`config.mk`:
```
export PLATFORM = sky130hd
export DESIGN_NAME = rxrf_ctrl
export DESIGN_NICKNAME = d
export VERILOG_FILES = /design/src/sv/rxrf_pkg.sv /design/src/sv/rxrf_ctrl.sv
export SDC_FILE = /design/constraint.sdc
export NUM_CORES = 1
export LEC_CHECK = 0
export ABC_AREA = 1
export BUFFER_PORTS_ARGS = -buffer_cell sky130_fd_sc_hd__clkbuf_2
export CORE_AREA = 2 2 39 41
export CTS_BUF_LIST = sky130_fd_sc_hd__clkbuf_4 sky130_fd_sc_hd__clkbuf_8
export DETAILED_ROUTE_END_ITERATION = 8
export DIE_AREA = 0 0 41 43
export GPL_ROUTABILITY_DRIVEN = 0
export PLACE_DENSITY = 0.37
export SYNTH_ARGS = -nofsm -noshare
export SYNTH_HDL_FRONTEND = slang
export SYNTH_SLANG_ARGS = --single-unit
```
`constraint.sdc`:
```
create_clock -name clk -period 2.7 [get_ports clk]
set_input_delay 0.135 -clock clk [delete_from_list [all_inputs] [get_ports clk]]
set_output_delay 0.135 -clock clk [all_outputs]
set_load 0.01 [all_outputs]
```
`src/sv/rxrf_pkg.sv`:
```
// shared constants, codes, types and token tables for the receive ring framer
package rxrf_pkg;

    localparam int RING_DEPTH = 2048;
    localparam int PTR_W      = $clog2(RING_DEPTH);
    localparam int LINE_MAX   = 63;
    localparam int CNT_W      = 6;

    localparam logic [7:0] CHAR_LT = 8'h3C;
    localparam logic [7:0] CHAR_LF = 8'h0A;
    localparam logic [7:0] CHAR_CR = 8'h0D;

    typedef enum logic [2:0] {
        KIND_STORED       = 3'd0,
        KIND_DROPPED      = 3'd1,
        KIND_IDLE         = 3'd2,
        KIND_CONNECTED    = 3'd3,
        KIND_DISCONNECTED = 3'd4,
        KIND_DISCARDED    = 3'd5,
        KIND_LINE_BYTE    = 3'd6
    } kind_t;

    typedef enum logic [0:0] {
        OP_STORE = 1'b0,
        OP_POLL  = 1'b1
    } opcode_t;

    typedef enum logic [2:0] {
        ST_IDLE,
        ST_STORE,
        ST_SCAN_RD,
        ST_SCAN_EV,
        ST_FINISH,
        ST_EMIT_RD,
        ST_EMIT_OUT
    } state_t;

    typedef struct packed {
        logic load;
        logic store;
        logic scan_ev;
        logic finish;
        logic emit_out;
    } cmd_t;

    typedef struct packed {
        logic is_poll;
        logic scan_empty;
        logic tok_hit;
        logic need_emit;
        logic emit_last;
    } status_t;

    function automatic logic [PTR_W-1:0] ring_next(input logic [PTR_W-1:0] i);
        ring_next = (i == PTR_W'(RING_DEPTH - 1)) ? '0 : i + PTR_W'(1);
    endfunction

    // index of the final token byte: connect when idle, disconnect when up
    function automatic logic [3:0] tok_last(input logic sess);
        tok_last = sess ? 4'd11 : 4'd8;
    endfunction

    function automatic logic [7:0] tok_byte(input logic sess, input logic [3:0] m);
        logic [7:0] b;
        b = 8'h00;
        if (!sess) begin
            unique case (m)
                4'd0:    b = 8'h3C;
                4'd1:    b = 8'h43;
                4'd2:    b = 8'h4F;
                4'd3:    b = 8'h4E;
                4'd4:    b = 8'h4E;
                4'd5:    b = 8'h45;
                4'd6:    b = 8'h43;
                4'd7:    b = 8'h54;
                4'd8:    b = 8'h3E;
                default: b = 8'h00;
            endcase
        end else begin
            unique case (m)
                4'd0:    b = 8'h3C;
                4'd1:    b = 8'h44;
                4'd2:    b = 8'h49;
                4'd3:    b = 8'h53;
                4'd4:    b = 8'h43;
                4'd5:    b = 8'h4F;
                4'd6:    b = 8'h4E;
                4'd7:    b = 8'h4E;
                4'd8:    b = 8'h45;
                4'd9:    b = 8'h43;
                4'd10:   b = 8'h54;
                4'd11:   b = 8'h3E;
                default: b = 8'h00;
            endcase
        end
        tok_byte = b;
    endfunction

endpackage

```
`src/sv/rxrf_ctrl.sv`:
```
// session step sequencer: issues datapath commands per transaction
module rxrf_ctrl (
    input  logic              clk,
    input  logic              rst_n,
    input  logic              start,
    input  rxrf_pkg::status_t status,
    output rxrf_pkg::cmd_t    cmd,
    output logic              busy
);

    rxrf_pkg::state_t state_reg;
    rxrf_pkg::state_t state_next;

    always_ff @(posedge clk or negedge rst_n)
    begin
        if (!rst_n)
        begin
            state_reg <= rxrf_pkg::ST_IDLE;
        end
        else
        begin
            state_reg <= state_next;
        end
    end

    always_comb
    begin
        state_next = state_reg;
        cmd        = '0;
        busy       = 1'b1;
        unique case (state_reg)
            rxrf_pkg::ST_IDLE:
            begin
                busy = 1'b0;
                if (start)
                begin
                    cmd.load   = 1'b1;
                    state_next = rxrf_pkg::ST_STORE;
                end
            end
            rxrf_pkg::ST_STORE:
            begin
                // the latched opcode decides between a store and a poll
                if (status.is_poll)
                begin
                    state_next = rxrf_pkg::ST_SCAN_RD;
                end
                else
                begin
                    cmd.store  = 1'b1;
                    state_next = rxrf_pkg::ST_IDLE;
                end
            end
            rxrf_pkg::ST_SCAN_RD:
            begin
                state_next = status.scan_empty ? rxrf_pkg::ST_FINISH : rxrf_pkg::ST_SCAN_EV;
            end
            rxrf_pkg::ST_SCAN_EV:
            begin
                cmd.scan_ev = 1'b1;
                state_next  = status.tok_hit ? rxrf_pkg::ST_FINISH : rxrf_pkg::ST_SCAN_RD;
            end
            rxrf_pkg::ST_FINISH:
            begin
                cmd.finish = 1'b1;
                state_next = status.need_emit ? rxrf_pkg::ST_EMIT_RD : rxrf_pkg::ST_IDLE;
            end
            rxrf_pkg::ST_EMIT_RD:
            begin
                state_next = rxrf_pkg::ST_EMIT_OUT;
            end
            rxrf_pkg::ST_EMIT_OUT:
            begin
                cmd.emit_out = 1'b1;
                state_next   = status.emit_last ? rxrf_pkg::ST_IDLE : rxrf_pkg::ST_EMIT_RD;
            end
            default:
            begin
                state_next = rxrf_pkg::ST_IDLE;
            end
        endcase
    end

endmodule

```
==> results of run 1 <==
[final cells by class]
type / count / area (um^2)
flip-flops and latches: 3 / 75.1
well taps: 16 / 20.0
repair buffers: 14 / 75.1
fillers: 158 / 1020
clock buffers: 4 / 30.0
multi-input cells: 24 / 126
inverters: 9 / 33.8
[per-stage QoR]
stage | instance area [um^2] | hold WS (ns)
global placement | 320 | -0.0642
global route | 360 | 0.165
CTS | 360 | 0.144
detailed placement | 320 | -0.0643
finish | 360 | 0.158
floorplan | 246 | -0.161
[path summary, 6_finish.rpt]
path,endpoint,cells past startpoint,slack (ns)
worst max-delay path,cmd[4],4,1.39
worst min-delay path,state_reg[2]$_DFFE_PN0P_,3,0.16
worst max register to register,state_reg[0]$_DFFE_PN0P_,5,1.63
worst min register to register,state_reg[1]$_DFFE_PN0P_,2,0.64
max in group asynchronous,state_reg[0]$_DFFE_PN0P_,2,2.36
min in group asynchronous,state_reg[2]$_DFFE_PN0P_,2,0.23
[cells in the mapped netlist]
cell type	count	area share, %
buf_6	1	4.6
dfrtp_1	3	30
inv_1	7	11
inv_2	2	3.0
nand2_1	6	9.1
nand2_2	1	2.5
nand3_1	4	8.1
nand4_1	4	10
nor2_1	5	7.6
nor2_2	1	2.5
nor3_4	1	6.6
nor4_1	1	2.5
o21ai_1	1	2.0
[critical path, cell delays in order, from the launching register on]
cell      delay, ns
dfrtp_1        0.47
inv_1          0.16
nand2_2        0.09
nor2_1         0.09
clkbuf_2       0.13
[what timing repair did]
action	4_1_cts	5_1_grt
setup buffers	0	0
hold buffers	1	0
hold endpoints to repair	3	0
resized for setup	0	0
[cell families (layout without fill, tap and decap cells)]
family                 after synthesis  count (layout)
AO/OA/AOI/OAI                        1               1
AND/OR/NAND/NOR                     23              23
buffers and inverters               10              27
flip-flops                           3               3
[per-layer routing]
layer	part of all wire, %	GRT usage (%)	vias up	wire length, um
li1	-	-	151	-
met5	0	0	-	0
met4	0	4.00	0	0
met3	6.2	4.71	0	36
met2	45	10.0	8	260
met1	49	8.77	112	284
[power breakdown]
group	total (mW)	leakage, nW	internal [mW]	switching, mW
clock	0.0885	0.0184	0.0654	0.0231
sequential	0.0979	0.0384	0.0641	0.0339
combinational	0.167	0.159	0.0636	0.103
==> run_results.csv, run 1 <==
group,metric,value,unit
global_routing,antenna_found_initial,0,
outcome,outcome,"finished, final reports clean",
critical_path,start_kind,"register",
logic_synthesis,yosysWarnings,0,
critical_path,arrival,1.18,ns
routing,wl,581,um
sta,period_minus_slack,1.31,ns
placed_design,dp_hpwl,479,um
critical_path,crit_start,"state_reg[2]$_DFFE_PN0P_",
logic_synthesis,ys_ff_latch,3,
die,start_util,17.8,%
die,die_y,43,um
sta,period_share,48.7,%
logic_synthesis,synth_top_family_by_area,"simple AND/OR/NAND/NOR gates",
sta,fin_worst_skew,0.00177,ns
clocking,clkSinkCount,3,
placed_design,placedCellCount,65,
clocking,cts_buffers,3,
logic_synthesis,synth_compound_area_share,2.03,%
clocking,clk-insertion-delay-late,0.23,ns
logic_synthesis,avgSynthCellArea,6.66,um^2
clocking,cts_tree,"yes",
die,coreArea,1380,um^2
routing,drt_pass1_iterations,4,
sta,max_freq,761,MHz
layout,diodes,0,
global_routing,grt_max_degree,9,
routing,drtIter0Drc,3,
global_routing,grt-ovfl-total,0,
layout,mostFrequentLayoutCell,"clkbuf_2",
flow_run,max_cap_violations,0,
power,power,0.353,mW
routing,via_count,271,
layout,largest_reg_flops,3,
clocking,cts-root-buf,"clkbuf_4",
layout,layout-area-overhead-vs-synth,46.2,%
sta,drv_slew,0,
sta,relSlewSlack,81.2,%
routing,drtAntennaViolNets,0,
logic_synthesis,muxShareOfSynthArea,0,%
critical_path,worstPathMaxFanout,8,
power,irDropWorstVdd,289,uV
power,p_leak,0.215,nW
sta,setup_viol,0,
layout,layout.nets,63,
layout,final_util,26.0,%
logic_synthesis,synth_cells,37,
die,dieArea,1760,um^2
logic_synthesis,synth-simple-area-share,49.2,%
global_routing,track_usage,7.45,%
logic_synthesis,synth-adder-area-share,0,%
hold_path,min-delay-start,"status[2]",
logic_synthesis,synthesis.area,246,um^2
placed_design,numPortBuffers,13,
logic_synthesis,yosysUniqueCellTypes,13,
die,die_x,41,um
hold_path,min_path_type,"primary input to register",
logic_synthesis,yosysSeqAreaShare,30.5,%
routing,vias_per_cell,3.87,
sta,rsz0062_at_grt,"no",
die,num_rows,14,
placed_design,place_ws,1.62,ns
critical_path,r2r_start,"state_reg[2]$_DFFE_PN0P_",
sta,hold_viol_final,0,
clocking,h-tree-depth,1,
sta,worstMarginPinSlew,0.282,ns
layout,final_cell_mix,"clkbuf_2, inv_1, nand2_1",
die,io_pins,14,
logic_synthesis,synth-xor-area-share,0,%
global_routing,grt_pass1_wl,862,um
layout,drive_above_1_share,40.7,%
critical_path,critical_path_class,"register to output port",
critical_path,worstSetupEndpointType,"output port",
power,power-per-cell-area,980,nW/um^2
sta,tns,0,ns
layout,instances_no_fill,70,
critical_path,crit_required,2.57,ns
logic_synthesis,synth_nets,45,
global_routing,grt_pass1_vias,243,
clocking,clk_pin_slew,0.04,ns
sta,layout_setup_ws,1.39,ns
routing,wl_per_cell,8.30,um
routing,drc,0,
clocking,clockBufferDepth,2,
Note: power is estimated with default switching activity, not from simulation.
==> run 2, diff against run 1 <==
- PLACE_DENSITY: 0.37 -> 0.39
- clock period: 2.7 -> 1.2 ns (I/O delays scaled with it)
==> run_results.csv, run 2 (same netlist as run 1, synthesis figures left out) <==
group,metric,value,unit
outcome,outcome,"finished, final reports clean",
global_routing,antenna_found_initial,0,
sta,max_freq,846,MHz
routing,drt_pass1_iterations,3,
global_routing,busiest_layer,"met2",
power,p_leak,0.231,nW
power,p_int,0.503,mW
die,die_y,43,um
critical_path,worstSetupEndpointType,"output port",
global_routing,grtUsageMet1,9.35,%
sta,hold_viol_final,0,
power,power_frac_seq,27.1,%
die,die_x,41,um
routing,drtAntennaViolNets,0,
layout,mostFrequentLayoutCell,"clkbuf_2",
global_routing,grt_pass1_wl,897,um
clocking,cts-root-buf,"clkbuf_4",
power,clkPwrFrac,22.1,%
sta,rsz0062_at_grt,"yes",
sta,fin_worst_skew,0.00445,ns
power,irDropWorstVdd,966,uV
global_routing,grt_max_degree,9,
hold_path,min_path_type,"primary input to register",
routing,wl_per_cell,8.14,um
sta,tns,0,ns
power,combPwrFrac,50.8,%
die,io_pins,14,
routing,drc,0,
placed_design,dp_hpwl,463,um
layout,drive_above_1_share,54.4,%
clocking,clk_pin_slew,0.04,ns
clocking,clkSinkCount,3,
power,power,0.899,mW
layout,finalInstanceArea,400,um^2
sta,drv_slew,0,
global_routing,grt-ovfl-total,0,
critical_path,crit_required,1.14,ns
sta,setup_viol,0,
routing,wl,594,um
placed_design,placed_area,320,um^2
flow_run,max_cap_violations,0,
critical_path,start_kind,"register",
global_routing,track_usage,7.74,%
placed_design,numPortBuffers,13,
global_routing,grtUsageMet3,4.71,%
global_routing,grtUsageMet2,10.3,%
layout,layout.nets,66,
clocking,clockBufferDepth,2,
critical_path,arrival,1.12,ns
clocking,cts_buffers,3,
sta,relSlewSlack,88.7,%
sta,worstMarginPinSlew,0.169,ns
power,p_sw,0.395,mW
die,num_rows,14,
routing,vias_per_cell,4.10,
layout,layout-area-overhead-vs-synth,62.4,%
clocking,cts_tree,"yes",
routing,via_count,299,
sta,period_share,98.5,%
global_routing,grt_pass1_vias,234,
layout,final_cell_mix,"clkbuf_2, nand2_1, inv_1",
power,power-per-cell-area,2240,nW/um^2
critical_path,critical_path_class,"register to output port",
die,coreArea,1380,um^2
die,dieArea,1760,um^2
power,swShare,44.0,%
clocking,clk-insertion-delay-late,0.23,ns
layout,diodes,0,
die,start_util,17.8,%
layout,largest_reg_flops,3,
critical_path,worstPathMaxFanout,7,
clocking,h-tree-depth,1,
sta,period_minus_slack,1.18,ns
routing,drtIter0Drc,1,
==> run 2: cell types whose count changed in the layout (fill, tap and decap cells not counted) <==
| cell | delta |
|---|---|
| dfrtp_1 | -3 |
| inv_1 | -1 |
| dfrtp_2 | +3 |
| nor2_4 | +1 |
| nor4_2 | +1 |
| buf_4 | +3 |
| clkbuf_2 | -4 |
| nor4_1 | -1 |
| nor2_1 | -1 |
| inv_2 | +1 |
| buf_2 | +4 |
==> run 2: repair_timing <==
action | in CTS | in global routing
setup endpoints to repair | 2 | 4
resized for setup | 4 | 7
hold buffers | 1 | 0
pin swaps | 1 | 3
endpoints found under the hold margin | 3 | 0
buffers inserted | 0 | 3
==> run 2: layout make-up <==
cell class | instances | area, um^2
flip-flops and latches | 3 | 78.8
fillers | 168 | 983
multi-input cells | 24 | 140
inverters | 9 | 33.8
well taps | 16 | 20.0
repair buffers | 17 | 97.6
clock buffers | 4 | 30.0
==> run 2: power by group through the flow <==
| stage | Clock, mW | Sequential, mW | Combinational [mW] |
|---|---|---|---|
| finish | 0.199 | 0.243 | 0.457 |
| detailed placement | 0 | 0.222 | 0.383 |
| CTS | 0.206 | 0.240 | 0.401 |
| floorplan | 0 | 0.189 | 0.312 |
| global placement | 0 | 0.226 | 0.388 |
| global route | 0.223 | 0.251 | 0.515 |
==> run 2: final timing paths <==
path,to,slack (ns),cells past startpoint,startpoint
worst min register to register,state_reg[1]$_DFFE_PN0P_,0.64,2,state_reg[0]$_DFFE_PN0P_
worst min-delay path,state_reg[2]$_DFFE_PN0P_,0.05,3,status[2]
min in group asynchronous,state_reg[2]$_DFFE_PN0P_,0.15,2,rst_n
max in group asynchronous,state_reg[1]$_DFFE_PN0P_,0.92,2,rst_n
worst max-delay path,cmd[4],0.02,4,state_reg[1]$_DFFE_PN0P_
worst max register to register,state_reg[0]$_DFFE_PN0P_,0.13,5,state_reg[1]$_DFFE_PN0P_
==> run 2: metrics by stage <==
stage               setup WS [ns]  cells  util [%]  hold WS (ns)
global route              -0.0919     73      28.9        0.0626
finish                     0.0178     73      28.9        0.0479
global placement            0.132     65      23.1        -0.138
detailed placement          0.139     65      23.1        -0.140
floorplan                   0.206     37         -        -0.236
CTS                       -0.0110     70      27.0        0.0458
==> run 2: critical path, stage by stage (launching register included) <==
cell     delay (ns)
dfrtp_2        0.46
nor2_4         0.15
nand2_2        0.09
nor2_2         0.07
buf_2          0.12
==> run 2: metal layers <==
layer,vias up,part of all wire (%)
li1,159,-
met1,133,48
met2,7,46
met3,0,5.7
met4,0,0
met5,-,0
==> run 3, diff against run 2 <==
- ABC_AREA: 1 -> unset
- PLACE_DENSITY: 0.39 -> 0.4
- SLEW_MARGIN: unset -> 20
==> run_results.csv, run 3 <==
group,metric,value,unit
power,p_leak,0.221,nW
critical_path,arrival,1.22,ns
sta,worstMarginPinSlew,0.225,ns
clocking,clk-insertion-delay-late,0.23,ns
routing,drt_pass1_iterations,2,
die,die_y,43,um
routing,via_count,268,
critical_path,start_kind,"register",
layout,diodes,0,
logic_synthesis,synth.most_common_cell,"nand2_1",
critical_path,r2r_start,"state_reg[2]$_DFFE_PN0P_",
layout,layout.nets,60,
power,p_int,0.646,mW
critical_path,crit_family,"simple AND/OR/NAND/NOR gates",
power,power,1.01,mW
logic_synthesis,synth.top_cells.by_area,"dfrtp_1, buf_6, nor3_1",
power,power_frac_seq,18.3,%
logic_synthesis,synth_largest_area_cell,"dfrtp_1",
die,die_x,41,um
placed_design,placedCellCount,58,
placed_design,dp_hpwl,466,um
layout,nFillCells,155,
sta,period_share,106,%
global_routing,grt-ovfl-total,0,
logic_synthesis,synthesis.area,262,um^2
sta,period_minus_slack,1.28,ns
layout,layout-area-overhead-vs-synth,68.9,%
critical_path,worstPathMaxFanout,3,
layout,drive_above_1_share,74.5,%
power,swShare,35.9,%
sta,tns,-0.140,ns
clocking,cts_buffers,3,
clocking,clk_pin_slew,0.04,ns
die,coreArea,1380,um^2
critical_path,worstSetupEndpointType,"output port",
routing,wl_per_cell,9.45,um
layout,instances_no_fill,67,
sta,layout_setup_ws,-0.0778,ns
outcome,outcome,"finished, violations left",
logic_synthesis,ys_ff_latch,3,
critical_path,cp_slowest_cell,"dfrtp_2",
die,start_util,18.9,%
routing,drc,0,
logic_synthesis,synth_edf_count,0,
clocking,cts_tree,"yes",
sta,relSlewSlack,84.9,%
critical_path,reg2reg_slack,0.08,ns
critical_path,crit_path_max_incr_delay,0.40,ns
power,power-per-cell-area,2280,nW/um^2
hold_path,min_path_type,"primary input to asynchronous set/reset pin",
critical_path,cp.buffers_inverters,1,
die,dieArea,1760,um^2
layout,multiInputGateArea,173,um^2
outcome,violations,"setup timing",
global_routing,grt_pass1_vias,276,
clocking,clockBufferDepth,2,
logic_synthesis,yosysUniqueCellTypes,18,
sta,fin_worst_skew,0.00232,ns
critical_path,critical_path_class,"register to output port",
clocking,clkSinkCount,3,
layout,regArea,76.3,um^2
sta,hold_viol_final,0,
flow_run,max_cap_violations,0,
power,combPwrFrac,61.7,%
power,irDropWorstVdd,593,uV
logic_synthesis,synthDominantCellAreaShare,28.7,%
critical_path,cp_cell_sequence,"or3_4 -> nor2_2 -> buf_2",
critical_path,crit_required,1.14,ns
critical_path,reg2reg_to,"state_reg[1]$_DFFE_PN0P_",
die,io_pins,14,
logic_synthesis,synthTopCellsByCount,"nand2_1, dfrtp_1, nor3_1",
sta,rsz0062_at_grt,"yes",
layout,final_cell_mix,"clkbuf_2, buf_4, buf_2",
sta,drv_slew,0,
clocking,h-tree-depth,1,
logic_synthesis,yosysWarnings,0,
global_routing,antenna_found_initial,0,
power,p_sw,0.362,mW
logic_synthesis,synth_ff_type,"dfrtp_1",
routing,drtIter0Drc,1,
logic_synthesis,async_flop_share,100,%
routing,drtAntennaViolNets,0,
critical_path,reg2reg_depth,4,
logic_synthesis,yosysSeqAreaShare,28.7,%
logic_synthesis,avgSynthCellArea,9.69,um^2
die,num_rows,14,
global_routing,grt_max_degree,7,
global_routing,grt_pass1_wl,1.09,mm
power,clkPwrFrac,20.0,%
logic_synthesis,synth_nets,35,
global_routing,track_usage,9.65,%
placed_design,numPortBuffers,13,
routing,wl,633,um
layout,largest_reg_flops,3,
logic_synthesis,synth_cells,27,
clocking,cts-root-buf,"clkbuf_4",
sta,max_freq,783,MHz
sta,setup_viol,3,
routing,vias_per_cell,4.00,
[run 3: per-layer routing]
metal / vias to the layer above / track usage (%) / part of all wire (%)
li1: 143 / - / -
met1: 114 / 11.3 / 45
met2: 11 / 13.4 / 49
met3: 0 / 3.14 / 6.0
met4: 0 / 8.00 / 0
met5: - / 0 / 0
[run 3: timing repair]
action	4_1_cts	5_1_grt
setup endpoints to repair	5	5
pin swaps	2	0
endpoints found under the hold margin	3	0
hold buffers	1	0
setup buffers	4	0
resized for setup	4	6
[run 3: stage by stage]
| stage | hold slack (ns) | area (um^2) | setup slack, ns | util (%) |
|---|---|---|---|---|
| after floorplan | -0.236 | 262 | 0.138 | - |
| after global placement | -0.139 | 354 | 0.0636 | 25.6 |
| after detailed placement | -0.140 | 354 | 0.0519 | 25.6 |
| after CTS | 0.150 | 437 | -0.0991 | 31.6 |
| after global routing | 0.170 | 442 | -0.134 | 31.9 |
| final | 0.153 | 442 | -0.0778 | 31.9 |
[run 3: power groups by stage]
stage          clock (mW)  sequential [mW]  combinational (mW)
5_1_grt             0.214            0.193               0.688
6_report            0.201            0.185               0.622
3_5_place_dp            0            0.215               0.484
3_3_place_gp            0            0.211               0.489
4_1_cts             0.209            0.187               0.615
2_1_floorplan           0            0.172               0.389
[run 3: cell families after synthesis]
family          after synthesis  synth area share (%)
simple gates                 14                  35.9
compound gates                4                  13.9
buf+inv                       4                  11.5
flops                         3                  28.7
mux                           2                  10.0
[run 3: worst max-delay path by stage]
stage / startpoint / endpoint / slack [ns] / depth (start not counted)
after floorplan: state_reg[0]$_DFFE_PN0P_ / cmd[4] / 0.14 / 3
after global placement: state_reg[1]$_DFFE_PN0P_ / state_reg[0]$_DFFE_PN0P_ / 0.06 / 2
after detailed placement: state_reg[1]$_DFFE_PN0P_ / state_reg[0]$_DFFE_PN0P_ / 0.05 / 2
after CTS: state_reg[1]$_DFFE_PN0P_ / cmd[4] / -0.1 / 3
after global routing: state_reg[1]$_DFFE_PN0P_ / cmd[4] / -0.13 / 3
final: state_reg[1]$_DFFE_PN0P_ / cmd[4] / -0.08 / 3
[run 3: layout make-up]
| class | count | share of cell area (%) |
|---|---|---|
| clock buffers | 4 | 6.80 |
| well taps | 16 | 4.53 |
| inverters | 2 | 1.70 |
| multi-input cells | 20 | 39.1 |
| repair buffers | 22 | 30.6 |
| flip-flops and latches | 3 | 17.3 |
